--- config.mk ---
export PLATFORM = sky130hd
export DESIGN_NAME = quaternion_orientation_unit
export DESIGN_NICKNAME = d
export VERILOG_FILES = /design/src/qou_pkg.sv /design/src/qou_mac.sv /design/src/qou_sqdiv.sv /design/src/quaternion_orientation_unit.sv
export SDC_FILE = /design/constraint.sdc
export NUM_CORES = 2
export LEC_CHECK = 0
export BUFFER_PORTS_ARGS = -buffer_cell sky130_fd_sc_hd__clkbuf_2
export CORE_MARGIN = 2
export CORE_UTILIZATION = 35
export DETAILED_ROUTE_END_ITERATION = 12
export SKIP_CTS_REPAIR_TIMING = 1
export SYNTH_ARGS = -nofsm -noshare
export SYNTH_HDL_FRONTEND = slang
export SYNTH_SLANG_ARGS = --single-unit
--- constraint.sdc ---
create_clock -name clk -period 15.15 [get_ports clk]
set_clock_uncertainty 0.15 [all_clocks]
set_input_delay 2.2725 -clock clk [delete_from_list [all_inputs] [get_ports clk]]
set_output_delay 2.2725 -clock clk [all_outputs]
set_load 0.02 [all_outputs]
--- src/qou_pkg.sv ---
// package: constants, kind codes and the mac control struct for the quaternion orientation unit
`default_nettype none
package qou_pkg;
  localparam int FRAC_BITS_DEF  = 14;
  localparam int COMP_WIDTH_DEF = 16;
  localparam int IN_BITS        = 16;
  localparam int OUT_BITS       = 16;
  localparam int KIND_BITS      = 2;

  typedef enum logic [1:0] {
    KIND_LOAD = 2'd0,
    KIND_MUL  = 2'd1,
    KIND_NORM = 2'd2,
    KIND_NOP  = 2'd3
  } kind_t;

  typedef struct packed {
    logic start;
    logic clear;
    logic sub;
  } mac_ctl_t;
endpackage
`default_nettype wire

--- src/qou_mac.sv ---
// shared multiply-accumulate unit: one signed product shifted and added or subtracted per cycle while start is high
`default_nettype none
module qou_mac #(
  parameter int FRAC_BITS  = qou_pkg::FRAC_BITS_DEF,
  parameter int COMP_WIDTH = qou_pkg::COMP_WIDTH_DEF,
  parameter int ACC_W      = 2 * COMP_WIDTH + 4
) (
  input  wire logic                          clk,
  input  wire qou_pkg::mac_ctl_t             ctl,
  input  wire logic signed [COMP_WIDTH-1:0]  a,
  input  wire logic signed [COMP_WIDTH-1:0]  b,
  output logic signed [ACC_W-1:0]            acc
);
  logic signed [2*COMP_WIDTH-1:0] prod;
  logic signed [ACC_W-1:0]        term;
  logic signed [ACC_W-1:0]        base;

  always_comb begin
    prod = a * b;
    term = ACC_W'(prod >>> FRAC_BITS);
    base = ctl.clear ? '0 : acc;
  end

  always_ff @(posedge clk) begin
    if (ctl.start) begin
      acc <= ctl.sub ? base - term : base + term;
    end
  end
endmodule
`default_nettype wire

--- src/qou_sqdiv.sv ---
// iterative unsigned square root and restoring divider, one bit per cycle while busy
`default_nettype none
module qou_sqdiv #(
  parameter int SW = 66,
  parameter int NW = 64,
  parameter int DW = 33
) (
  input  wire logic          clk,
  input  wire logic          rst,
  input  wire logic          sqrt_go,
  input  wire logic [SW-1:0] s_in,
  input  wire logic          div_go,
  input  wire logic [NW-1:0] num,
  input  wire logic [DW-1:0] den,
  output logic               busy,
  output logic [DW-1:0]      root,
  output logic [NW-1:0]      quo
);
  localparam int RB  = (SW + 1) / 2;
  localparam int CW  = $clog2(NW + 1);
  logic [SW-1:0]   rem_s;
  logic [RB+1:0]   rem_r;
  logic [RB-1:0]   res;
  logic [DW:0]     dr;
  logic [CW-1:0]   cnt;
  logic            mode;
  logic [RB+1:0]   trial;
  logic [RB+1:0]   sh_r;
  logic [DW:0]     sh_d;

  always_comb begin
    sh_r  = {rem_r[RB-1:0], rem_s[SW-1 -: 2]};
    trial = {res, 2'b01};
    sh_d  = {dr[DW-1:0], quo[NW-1]};
  end

  always_ff @(posedge clk) begin
    if (rst) begin
      busy <= 1'b0;
    end else if (sqrt_go) begin
      busy  <= 1'b1;
      mode  <= 1'b0;
      rem_s <= s_in;
      rem_r <= '0;
      res   <= '0;
      cnt   <= CW'(RB);
    end else if (div_go) begin
      busy <= 1'b1;
      mode <= 1'b1;
      quo  <= num;
      dr   <= '0;
      cnt  <= CW'(NW);
    end else if (busy) begin
      if (!mode) begin
        rem_s <= {rem_s[SW-3:0], 2'b00};
        if (sh_r >= trial) begin
          rem_r <= sh_r - trial;
          res   <= {res[RB-2:0], 1'b1};
        end else begin
          rem_r <= sh_r;
          res   <= {res[RB-2:0], 1'b0};
        end
      end else begin
        if (sh_d >= {1'b0, den}) begin
          dr  <= sh_d - {1'b0, den};
          quo <= {quo[NW-2:0], 1'b1};
        end else begin
          dr  <= sh_d;
          quo <= {quo[NW-2:0], 1'b0};
        end
      end
      cnt <= cnt - 1'b1;
      if (cnt == CW'(1)) busy <= 1'b0;
    end
  end

  assign root = DW'(res);
endmodule
`default_nettype wire

--- src/quaternion_orientation_unit.sv ---
// top level: quaternion state, sequencer, shared mac and sqrt/divide unit
// kinds: load and nop build the matrix from the state, multiply first updates the state, normalize
// first runs the bit-serial sqrt and divider, while a zero norm skips them and sets zero_norm
// one item at a time: s_tready is low from acceptance until the result is taken
// the next item can be accepted only after m_tready has been high in the output state
// reset: state goes to the identity quaternion, no result pending
`default_nettype none
module quaternion_orientation_unit #(
  parameter int FRAC_BITS  = qou_pkg::FRAC_BITS_DEF,
  parameter int COMP_WIDTH = qou_pkg::COMP_WIDTH_DEF
) (
  input  wire logic         clk,
  input  wire logic         rst,
  input  wire logic         s_tvalid,
  output logic              s_tready,
  input  wire logic [63:0]  s_tdata,   // q_w, q_x, q_y, q_z
  input  wire logic [1:0]   s_tuser,   // kind
  output logic              m_tvalid,
  input  wire logic         m_tready,
  output logic [143:0]      m_tdata,   // m_r0c0 .. m_r2c2
  output logic              m_tuser    // zero_norm
);
  localparam int CW    = COMP_WIDTH;
  localparam int ACC_W = 2 * CW + 4;
  localparam int SW    = 2 * CW + 2;
  localparam int DW    = CW + 1;
  localparam int NW    = CW + FRAC_BITS + 1;
  localparam int ONE   = (FRAC_BITS >= CW - 1) ? (2 ** (CW - 1)) - 1 : 2 ** FRAC_BITS;
  localparam int SMAXW = (SW > 64) ? 64 : SW;
  localparam logic signed [NW:0] QMAX = (NW+1)'((64'sd1 <<< (CW - 1)) - 64'sd1);

  typedef enum logic [2:0] {
    S_IDLE, S_MUL, S_MAT, S_SQ, S_ROOT, S_DIV, S_DIVW, S_OUT
  } state_t;

  state_t                  state;
  logic signed [CW-1:0]    q [4];
  logic signed [CW-1:0]    b [4];
  logic signed [CW-1:0]    nq [4];
  logic [5:0]              step;
  logic [1:0]              comp;
  logic                    zn;
  logic signed [15:0]      mat [9];
  logic [SW-1:0]           ssum;
  logic [SW-1:0]           s_sat;
  logic [DW-1:0]           nrm;
  logic                    wait1;

  qou_pkg::mac_ctl_t       ctl;
  logic signed [CW-1:0]    ma, mb;
  logic signed [ACC_W-1:0] acc;

  logic                    sqrt_go, div_go, sd_busy;
  logic [NW-1:0]           num, quo;
  logic [DW-1:0]           root;

  qou_mac #(.FRAC_BITS(FRAC_BITS), .COMP_WIDTH(CW), .ACC_W(ACC_W)) u_mac (
    .clk(clk), .ctl(ctl), .a(ma), .b(mb), .acc(acc)
  );

  qou_sqdiv #(.SW(SW), .NW(NW), .DW(DW)) u_sd (
    .clk(clk), .rst(rst), .sqrt_go(sqrt_go), .s_in(s_sat), .div_go(div_go),
    .num(num), .den(nrm), .busy(sd_busy), .root(root), .quo(quo)
  );

  // saturate a 16-bit input field to the component width
  function automatic logic signed [CW-1:0] sat_in(input logic signed [15:0] v);
    logic signed [47:0] e;
    logic signed [47:0] hi;
    e  = 48'(v);
    hi = (48'sd1 <<< (CW - 1)) - 48'sd1;
    if (e > hi) sat_in = CW'(hi);
    else if (e < -hi - 48'sd1) sat_in = CW'(-hi - 48'sd1);
    else sat_in = CW'(e);
  endfunction

  function automatic logic signed [CW-1:0] sat_c(input logic signed [ACC_W-1:0] v);
    logic signed [ACC_W-1:0] hi;
    hi = (ACC_W'(1) <<< (CW - 1)) - ACC_W'(1);
    if (v > hi) sat_c = CW'(hi);
    else if (v < -hi - ACC_W'(1)) sat_c = CW'(-hi - ACC_W'(1));
    else sat_c = CW'(v);
  endfunction

  function automatic logic signed [15:0] sat_o(input logic signed [ACC_W:0] v);
    if (v > (ACC_W+1)'(32767)) sat_o = 16'sh7fff;
    else if (v < -(ACC_W+1)'(32768)) sat_o = 16'sh8000;
    else sat_o = 16'(v);
  endfunction

  // product schedule: for each step, operand indexes and subtract flag
  // multiply: 4 results x 4 terms; matrix: 9 entries x 4 slots (off-diagonal 2 terms)
  // the matrix phase runs the mac slots, then captures the last entry
  logic [1:0] ia, ib;
  logic       sgn, use_b, valid_t;

  always_comb begin
    ia = 2'd0; ib = 2'd0; sgn = 1'b0; use_b = 1'b0; valid_t = 1'b1;
    if (state == S_MUL) begin
      use_b = 1'b1;
      case (step[3:0])
        4'd0:  begin ia = 2'd0; ib = 2'd0; end
        4'd1:  begin ia = 2'd1; ib = 2'd1; sgn = 1'b1; end
        4'd2:  begin ia = 2'd2; ib = 2'd2; sgn = 1'b1; end
        4'd3:  begin ia = 2'd3; ib = 2'd3; sgn = 1'b1; end
        4'd4:  begin ia = 2'd0; ib = 2'd1; end
        4'd5:  begin ia = 2'd1; ib = 2'd0; end
        4'd6:  begin ia = 2'd2; ib = 2'd3; end
        4'd7:  begin ia = 2'd3; ib = 2'd2; sgn = 1'b1; end
        4'd8:  begin ia = 2'd0; ib = 2'd2; end
        4'd9:  begin ia = 2'd1; ib = 2'd3; sgn = 1'b1; end
        4'd10: begin ia = 2'd2; ib = 2'd0; end
        4'd11: begin ia = 2'd3; ib = 2'd1; end
        4'd12: begin ia = 2'd0; ib = 2'd3; end
        4'd13: begin ia = 2'd1; ib = 2'd2; end
        4'd14: begin ia = 2'd2; ib = 2'd1; sgn = 1'b1; end
        default: begin ia = 2'd3; ib = 2'd0; end
      endcase
    end else begin
      case (step)
        6'd0:  begin ia = 2'd0; ib = 2'd0; end
        6'd1:  begin ia = 2'd1; ib = 2'd1; end
        6'd2:  begin ia = 2'd2; ib = 2'd2; sgn = 1'b1; end
        6'd3:  begin ia = 2'd3; ib = 2'd3; sgn = 1'b1; end
        6'd4:  begin ia = 2'd1; ib = 2'd2; end
        6'd5:  begin ia = 2'd0; ib = 2'd3; sgn = 1'b1; end
        6'd8:  begin ia = 2'd1; ib = 2'd3; end
        6'd9:  begin ia = 2'd0; ib = 2'd2; end
        6'd12: begin ia = 2'd1; ib = 2'd2; end
        6'd13: begin ia = 2'd0; ib = 2'd3; end
        6'd16: begin ia = 2'd0; ib = 2'd0; end
        6'd17: begin ia = 2'd1; ib = 2'd1; sgn = 1'b1; end
        6'd18: begin ia = 2'd2; ib = 2'd2; end
        6'd19: begin ia = 2'd3; ib = 2'd3; sgn = 1'b1; end
        6'd20: begin ia = 2'd2; ib = 2'd3; end
        6'd21: begin ia = 2'd0; ib = 2'd1; sgn = 1'b1; end
        6'd24: begin ia = 2'd1; ib = 2'd3; end
        6'd25: begin ia = 2'd0; ib = 2'd2; sgn = 1'b1; end
        6'd28: begin ia = 2'd2; ib = 2'd3; end
        6'd29: begin ia = 2'd0; ib = 2'd1; end
        6'd32: begin ia = 2'd0; ib = 2'd0; end
        6'd33: begin ia = 2'd1; ib = 2'd1; sgn = 1'b1; end
        6'd34: begin ia = 2'd2; ib = 2'd2; sgn = 1'b1; end
        6'd35: begin ia = 2'd3; ib = 2'd3; end
        default: valid_t = 1'b0;
      endcase
    end
  end

  // each sum is captured in the first slot of the next group, while the mac clears
  always_comb begin
    ma = q[ia];
    mb = use_b ? b[ib] : q[ib];
    ctl.start = (state == S_MUL || state == S_MAT) && valid_t;
    ctl.clear = (step[1:0] == 2'd0);
    ctl.sub   = sgn;
  end

  // squared magnitude term and divider numerator for the component selected by comp
  logic [2*CW-1:0] sq;
  always_comb begin
    sq = (2*CW)'($signed(q[comp]) * $signed(q[comp]));
    num = NW'($signed(q[comp])) <<< FRAC_BITS;
    if (q[comp][CW-1]) num = NW'(-$signed(num));
  end

  // sum of squares clamps at 2^64-1, reachable only with the widest components
  always_comb begin
    s_sat = ssum;
    if (SW > 64 && (ssum >> SMAXW) != '0) s_sat = SW'({SMAXW{1'b1}});
  end

  logic signed [NW:0] sq_signed;
  logic signed [ACC_W-1:0] qv;
  always_comb begin
    sq_signed = q[comp][CW-1] ? -$signed({1'b0, quo}) : $signed({1'b0, quo});
    if (sq_signed > QMAX) qv = ACC_W'(QMAX);
    else if (sq_signed < -QMAX - (NW+1)'(1)) qv = ACC_W'(-QMAX - (NW+1)'(1));
    else qv = ACC_W'(sq_signed);
  end

  logic signed [ACC_W:0] acc2;
  assign acc2 = {acc, 1'b0};

  // start pulses for the sqrt/divide unit
  assign sqrt_go = (state == S_ROOT) && wait1 && (ssum != '0);
  assign div_go  = (state == S_DIV);

  always_ff @(posedge clk) begin
    if (rst) begin
      state    <= S_IDLE;
      s_tready <= 1'b1;
      m_tvalid <= 1'b0;
      q[0] <= CW'(ONE); q[1] <= '0; q[2] <= '0; q[3] <= '0;
    end else begin
      case (state)
        S_IDLE: begin
          if (s_tvalid && s_tready) begin
            s_tready <= 1'b0;
            zn   <= 1'b0;
            step <= '0;
            b[0] <= sat_in(s_tdata[15:0]);
            b[1] <= sat_in(s_tdata[31:16]);
            b[2] <= sat_in(s_tdata[47:32]);
            b[3] <= sat_in(s_tdata[63:48]);
            case (qou_pkg::kind_t'(s_tuser))
              qou_pkg::KIND_LOAD: begin
                q[0] <= sat_in(s_tdata[15:0]);
                q[1] <= sat_in(s_tdata[31:16]);
                q[2] <= sat_in(s_tdata[47:32]);
                q[3] <= sat_in(s_tdata[63:48]);
                state <= S_MAT;
              end
              qou_pkg::KIND_MUL:  state <= S_MUL;
              qou_pkg::KIND_NORM: begin
                state <= S_SQ; comp <= '0; ssum <= '0;
              end
              default: state <= S_MAT;
            endcase
          end
        end
        S_MUL: begin
          // capture each sum in the cycle after its last term
          step <= (step == 6'd16) ? '0 : step + 6'd1;
          if (step != 6'd0 && step[1:0] == 2'd0) nq[step[3:2] - 2'd1] <= sat_c(acc);
          if (step == 6'd16) begin
            q[0] <= nq[0]; q[1] <= nq[1]; q[2] <= nq[2]; q[3] <= sat_c(acc);
            state <= S_MAT;
          end
        end
        S_MAT: begin
          step <= step + 6'd1;
          if (step != 6'd0 && step[1:0] == 2'd0) begin
            // diagonal entries are plain sums, off-diagonal ones are doubled
            if (step == 6'd4 || step == 6'd20 || step == 6'd36)
              mat[step[5:2] - 4'd1] <= sat_o((ACC_W+1)'(acc));
            else mat[step[5:2] - 4'd1] <= sat_o(acc2);
          end
          if (step == 6'd36) begin
            state    <= S_OUT;
            m_tvalid <= 1'b1;
          end
        end
        S_SQ: begin
          ssum <= ssum + SW'(sq);
          comp <= comp + 2'd1;
          if (comp == 2'd3) begin
            state <= S_ROOT;
            wait1 <= 1'b1;
          end
        end
        S_ROOT: begin
          if (wait1) begin
            wait1 <= 1'b0;
            if (ssum == '0) begin
              zn <= 1'b1; step <= '0; state <= S_MAT;
            end
          end else if (!sd_busy && !sqrt_go) begin
            nrm <= root;
            comp <= '0;
            state <= S_DIV;
          end
        end
        S_DIV: begin
          state  <= S_DIVW;
        end
        S_DIVW: begin
          if (!sd_busy && !div_go) begin
            nq[comp] <= sat_c(qv);
            comp <= comp + 2'd1;
            if (comp == 2'd3) begin
              q[0] <= nq[0]; q[1] <= nq[1]; q[2] <= nq[2]; q[3] <= sat_c(qv);
              step <= '0;
              state <= S_MAT;
            end else begin
              state <= S_DIV;
            end
          end
        end
        S_OUT: begin
          if (m_tready) begin
            m_tvalid <= 1'b0;
            s_tready <= 1'b1;
            state    <= S_IDLE;
          end
        end
        default: state <= S_IDLE;
      endcase
    end
  end

  always_comb begin
    for (int i = 0; i < 9; i++) m_tdata[16*i +: 16] = mat[i];
    m_tuser = zn;
  end
endmodule
`default_nettype wire
**Word level (Yosys, flattened, before mapping)**

Memories as Yosys holds them, arrays and structs flattened. A register that Yosys moved wholly into a read port is not among the register bits.
Index checks and enable logic that the tools add are counted.

- Memories: 4
- Word-level logic and storage cells: 405
- Bits of input ports: 70
- Register bits after elaboration: 225
- Bits in writable memories: 336
- Output and inout port bits: 147

Memories:

| memory | words | bits a word | read ports | clocked after Yosys merged registers in | wr ports | RTL line | text |
|---|---|---|---|---|---|---|---|
| mat | 9 | 16 | 9 | 0 | 1 | quaternion_orientation_unit.sv:43 | `logic signed [15:0] mat [9];` |
| b | 4 | 16 | 1 | 0 | 4 | quaternion_orientation_unit.sv:38 | `logic signed [CW-1:0] b [4];` |
| nq | 4 | 16 | 3 | 0 | 1 | quaternion_orientation_unit.sv:39 | `logic signed [CW-1:0] nq [4];` |
| q | 4 | 16 | 3 | 1 | 4 | quaternion_orientation_unit.sv:37 | `logic signed [CW-1:0] q [4];` |

- Bitwise gates (word level): 16
- Reductions and logical operators: 63
- Order comparisons: 20
- Muxes and demuxes: 204
- Multiply operators: 2
- Add/sub/neg operators: 12
- Equality and inequality tests: 65

Operator list:

| cell | number |
|---|---|
| $mux W16 | 80 |
| $mux W34 | 6 |
| $mux W17 | 10 |
| $mux W36 | 4 |
| $mux W31 | 4 |
| $gt A36 B16 Y1 const B | 3 |
| $lt A36 B16 Y1 const B | 3 |
| $pmux W34 S2 | 1 |
| $gt A16 B16 Y1 const B | 4 |
| $lt A16 B16 Y1 const B | 4 |
| $mul A16 B16 Y32 | 2 |
| $eq A6 B5 Y1 const B | 10 |
| $mux W1 | 59 |
| $gt A37 B16 Y1 const B | 1 |
| $lt A37 B16 Y1 const B | 1 |
| $add A36 B18 Y36 | 1 |
| $mux W6 | 6 |
| $sub A36 B18 Y36 | 1 |
| $add A34 B32 Y34 | 1 |
| $logic_not A34 Y1 | 1 |
| $reduce_bool A34 Y1 | 1 |
| $sub A17 B17 Y17 | 2 |
| $gt A32 B16 Y1 const B | 1 |
| $lt A32 B16 Y1 const B | 1 |
| 67 further kinds | 175 |

**Depth between registers and ports, before layout**

- Word-level depth: 13
- Mapped depth: 57

**Cells and area by module**

From an unflattened synthesis, not the netlist that was laid out.

- Cell total of the unflattened synthesis: 4,744
- Area, all modules: 49,095.8 µm²

By module, submodules not included:

| module | seq. area each (µm²) | cells each | area each (µm²) | times used |
|---|---|---|---|---|
| quaternion_orientation_unit | 11,581.1 | 2,692 | 28,837.7 | 1 |
| qou_mac | 1,081.0 | 1,461 | 13,282.7 | 1 |
| qou_sqdiv | 3,683.5 | 591 | 6,975.4 | 1 |

**Worst setup path before layout**

No wires, ideal clock.

- Path kind: reg-to-reg
- Start point: register step[2]
- End point: register u_mac.acc[34], data pin
- Arrival: 12.476 ns
- Buffers on the path: 5
- Path slack: 2.262 ns
- Stages on the path, launching flop included: 51
- Path through: edfxtp_1 inv_1 ha_1 clkbuf_1 nand2_1 o21ai_0 a31oi_1 a31oi_1 clkbuf_1 clkbuf_1 buf_1 mux2i_1 nand2_1 nand3_1 o21ai_0 clkbuf_1 nand2_1 fa_1 [15 not listed] o21ai_1 a31o_2 mux2i_2 nor2_1 nor2_1 xor2_1 ha_1 o21a_1 o31a_1 a311o_1 a41oi_1 a211oi_1 a41o_1 o41a_1 a311o_1 a21o_1 o31ai_1 xnor2_1

- Word-level cells in the longest chain between the ends: 9
- Elaborated cells between the ends (all ways): 66

Ends and longest elaborated chain:

| element | RTL line | text |
|---|---|---|
| start: declaration | quaternion_orientation_unit.sv:40 | `logic [5:0] step;` |
| start signal: assignment | quaternion_orientation_unit.sv:224 | `step <= (step == 6'd16) ? '0 : step + 6'd1;` |
| start signal: assignment | quaternion_orientation_unit.sv:232 | `step <= step + 6'd1;` |
| $eq A6 B5 Y1 (tied with other cells) | quaternion_orientation_unit.sv:120 | `case (step)` |
| $reduce_or A9 Y1 (no source line) (tied with other cells) | n/a |  |
| $pmux W2 S3 (on tied branches) | quaternion_orientation_unit.sv:120, quaternion_orientation_unit.sv:101 |  |
| $mux W2 | quaternion_orientation_unit.sv:99 | `if (state == S_MUL) begin` |
| $mem_v2 Z4 W16 (on tied branches) | n/a |  |
| $mux W16 | quaternion_orientation_unit.sv:153 | `mb = use_b ? b[ib] : q[ib];` |
| $mul A16 B16 Y32 | qou_mac.sv:19 | `prod = a * b;` |
| $add A36 B18 Y36 / $sub A36 B18 Y36 (equally long branches) | qou_mac.sv:26 | `acc <= ctl.sub ? base - term : base + term;` |
| $mux W36 (*) | qou_mac.sv:26 |  |
| end signal: assignment | qou_mac.sv:26 |  |
| end: declaration | qou_mac.sv:12 | `output logic signed [ACC_W-1:0] acc` |

Mark *: on every way between the ends. The rest lies on a longest branch, timed or not.
A chain may end at the register's enable or synchronous reset.

**Worst setup path after layout**

Ends and elaborated chain as after synthesis.

==> flow_summary_export.csv <==
group,metric,value,unit
synthesis,synth_ff_type,"edfxtp_1",
synthesis,synth_xor_area_share,3.50,%
finish,area_delta_synth_final,10.5,%
synthesis,ys_ff_latch,547,
clock_tree,clockRootBuffer,"clkbuf_16",
synthesis,async_flop_share,0,%
routing,drc_errors,0,
hold_path,hp-class,"flip-flop to flip-flop",
finish,final_layout_size_suffix_gt1_share,10.0,%
clock_tree,htreeDepth,2,
floorplanning,rows,136,
routing,first_iter_violations,2664,
timing,relSlewSlack,18.3,%
floorplanning,die-area,0.142,mm²
worst_setup_path,required,15.43,ns
timing,finalCritPeriodShare,94.1,%
finish,nFillCells,13500,
finish,layout.cells.non_filler,6765,
global_routing,groute.usage.overall,18.6,%
timing,max_freq,0.0701,GHz
routing,drtAntennaViolNets,0,
synthesis,synth_warnings,0,
finish,final_nets,5786,
synthesis,synth_compound_area_share,10.9,%
global_routing,grt_max_degree,71,
worst_setup_path,cpMaxStageDelayCell,"ha_1",
synthesis,synth_edf_count,539,
global_routing,grt_pass1_vias,35100,
worst_setup_path,crit_arrival,14.54,ns
worst_setup_path,end_kind,"flip-flop",
synthesis,netlist_instances,4815,
timing,rsz0062_at_grt,"no",
synthesis,ys_types,84,
floorplanning,fp.dieW,376,µm
routing,wire_per_inst,19.7,µm
synthesis,synth_mux_area_share,3.36,%
timing,drv_slew,0,
clock_tree,clk_pin_slew_worst_paths,0.07,ns
placed_design,gp_congestion,0.922,
synthesis,yosys.area_share.adder,28.2,%
global_routing,grt_pass1_wl,204000,µm
synthesis,syn-num-nets,5677,
floorplanning,core_region_area,0.137,mm²
global_routing,antenna_found_initial,4,
routing,dr_total_vias,34900,
routing,routed_wirelength,133000,µm
clock_tree,clock-sinks,547,
timing,setup_viol,0,
worst_setup_path,cp_max_fo,33,
timing,hold_violations,0,
timing,worst_pin_slew,1.23,ns
synthesis,ys_seq_area_share,33.7,%
placed_design,io_buffers,216,
floorplanning,pin_count,217,
routing,viasPerCell,5.17,
routing,drt-pass1-iter-count,5,
worst_setup_path,cp-start-kind,"flip-flop",
placed_design,placed_cells,6659,
placed_design,postPlaceCellArea,0.0517,mm²
floorplanning,start_util,35.3,%
clock_tree,numCtsBuffers,57,
clock_tree,clockBufferDepth,3,
timing,fin_setup_tns,0,ns
placed_design,hpwl,104000,µm
worst_setup_path,cpPeakStageDelay,0.67,ns
worst_setup_path,crit_type,"flip-flop to flip-flop",
synthesis,synthSimpleGateAreaFrac,12.9,%
floorplanning,die_h,376,µm
synthesis,syn_area,0.0485,mm²
synthesis,synth_top_family_by_area,"adder cells",
worst_setup_path,path_common_cell,"fa_1",
run,drv_cap,0,
finish,stdcell_area,0.0536,mm²
clock_tree,cts_tree,"built",
timing,period_minus_slack,14.26,ns
global_routing,grt_overflow,0,
synthesis,synth.avg_cell_area,10.1,µm²
run_status,outcome,"completed",
clock_tree,clkLatencyLatePin,0.68,ns
[logic make-up (layout without fill, tap and decap cells)]
group,after synthesis,in the layout
simple gates,1390,1390
buf+inv,959,1113
fa+ha+maj,792,792
compound gates,778,778
flops,547,547
xor+xnor,194,194
mux,155,155
other cells,0,2
[critical path: cells and delay by family, from the launching register on]
kind	cells	cell delay, ns
and+or+nand+nor	7	1.89
xor gates and xnor gates	3	0.61
buffers and inverters	6	0.95
adders and majority gates	10	4.65
DFF	1	0.51
AOI/OAI and AO/OA	22	5.27
[routing by layer]
metal	vias to the layer above	track usage, %	share of wire, %
met5	-	0	0
met4	0	6.24	3.4
met3	183	3.11	6.3
met2	910	31.0	48
met1	17500	24.5	42
li1	16300	-	-
[synth_stat cells (14+ instances only)]
| master | n | area, µm² |
|---|---|---|
| inv_1 | 701 | 2630 |
| edfxtp_1 | 539 | 16200 |
| nand2_1 | 515 | 1930 |
| fa_1 | 501 | 10000 |
| nor2_1 | 440 | 1650 |
| ha_1 | 291 | 3640 |
| clkbuf_1 | 226 | 848 |
| a21oi_1 | 170 | 851 |
| o21ai_0 | 141 | 706 |
| xnor2_1 | 131 | 1150 |
| mux2i_1 | 113 | 1130 |
| a21o_1 | 74 | 556 |
| nor2b_1 | 68 | 425 |
| nand3_1 | 64 | 320 |
| xor2_1 | 63 | 552 |
| o21a_1 | 60 | 450 |
| nor3_1 | 51 | 255 |
| a22o_1 | 49 | 429 |
| nand2b_1 | 46 | 288 |
| and2_1 | 45 | 282 |
| a211oi_1 | 44 | 330 |
| mux2_2 | 39 | 439 |
| a31oi_1 | 33 | 206 |
| a22oi_1 | 30 | 225 |
| and3_1 | 29 | 181 |
| nand4_1 | 29 | 181 |
| nor4_1 | 27 | 169 |
| buf_1 | 22 | 82.6 |
| a221o_1 | 18 | 180 |
| o21bai_1 | 18 | 135 |
| or3_1 | 16 | 100 |
| o211ai_1 | 15 | 113 |
| or2_2 | 14 | 87.6 |
[final timing paths]
kind                 startpoint            end  slack, ns  cells past startpoint
setup / recovery        step[2]  u_mac.acc[34]       0.89                     48
hold / removal    u_sd.root[15]        nrm[15]       0.30                      0
setup reg to reg        step[2]  u_mac.acc[34]       0.89                     48
hold reg to reg   u_sd.root[15]        nrm[15]       0.30                      0
[placed cells by master, fill, tap and decap left out, drive strengths merged, types with 63 or more instances in the layout]
master | netlist | layout
inv | 704 | 708
edfxtp | 539 | 539
nand2 | 515 | 515
fa | 501 | 501
nor2 | 440 | 440
ha | 291 | 291
clkbuf | 226 | 280
a21oi | 170 | 170
o21ai | 151 | 151
xnor2 | 131 | 131
mux2i | 114 | 114
buf | 25 | 85
a21o | 74 | 74
nor2b | 68 | 68
nand3 | 65 | 65
xor2 | 63 | 63
[area by class of cell]
type,count,area (µm²),area share [%]
Timing Repair Buffer,301,1720,3.21
Multi-Input combinational cell,3309,28700,53.6
Clock inverter,40,443,0.826
Inverter,708,2660,4.96
Antenna cell,2,5.00,0.00934
Clock buffer,64,1450,2.71
Sequential cell,547,16300,30.5
Tap cell,1794,2240,4.19
[registers in the layout, summed over array words and instances, names as in the netlist, 31 cells and up, named ones only]
signal / cells
u_sd.rem_s: 34
u_mac.acc: 36
nq: 48
q: 64
s_sat: 34
mat: 144
b: 64
u_sd.quo: 31
[metrics by stage]
| stage | worst slack, ns | utilization (%) | hold slack (ns) |
|---|---|---|---|
| floorplan | 2.26 | - | 0.276 |
| global placement | 1.11 | 37.6 | 0.285 |
| detailed placement | 0.805 | 37.6 | 0.287 |
| CTS | 0.751 | 39.0 | 0.302 |
| global route | 0.137 | 39.0 | 0.307 |
| finish | 0.890 | 39.0 | 0.302 |
Power is left out: the tool's default activity adds up to more than one toggle a clock period on the data nets, which glitch-free logic cannot reach.
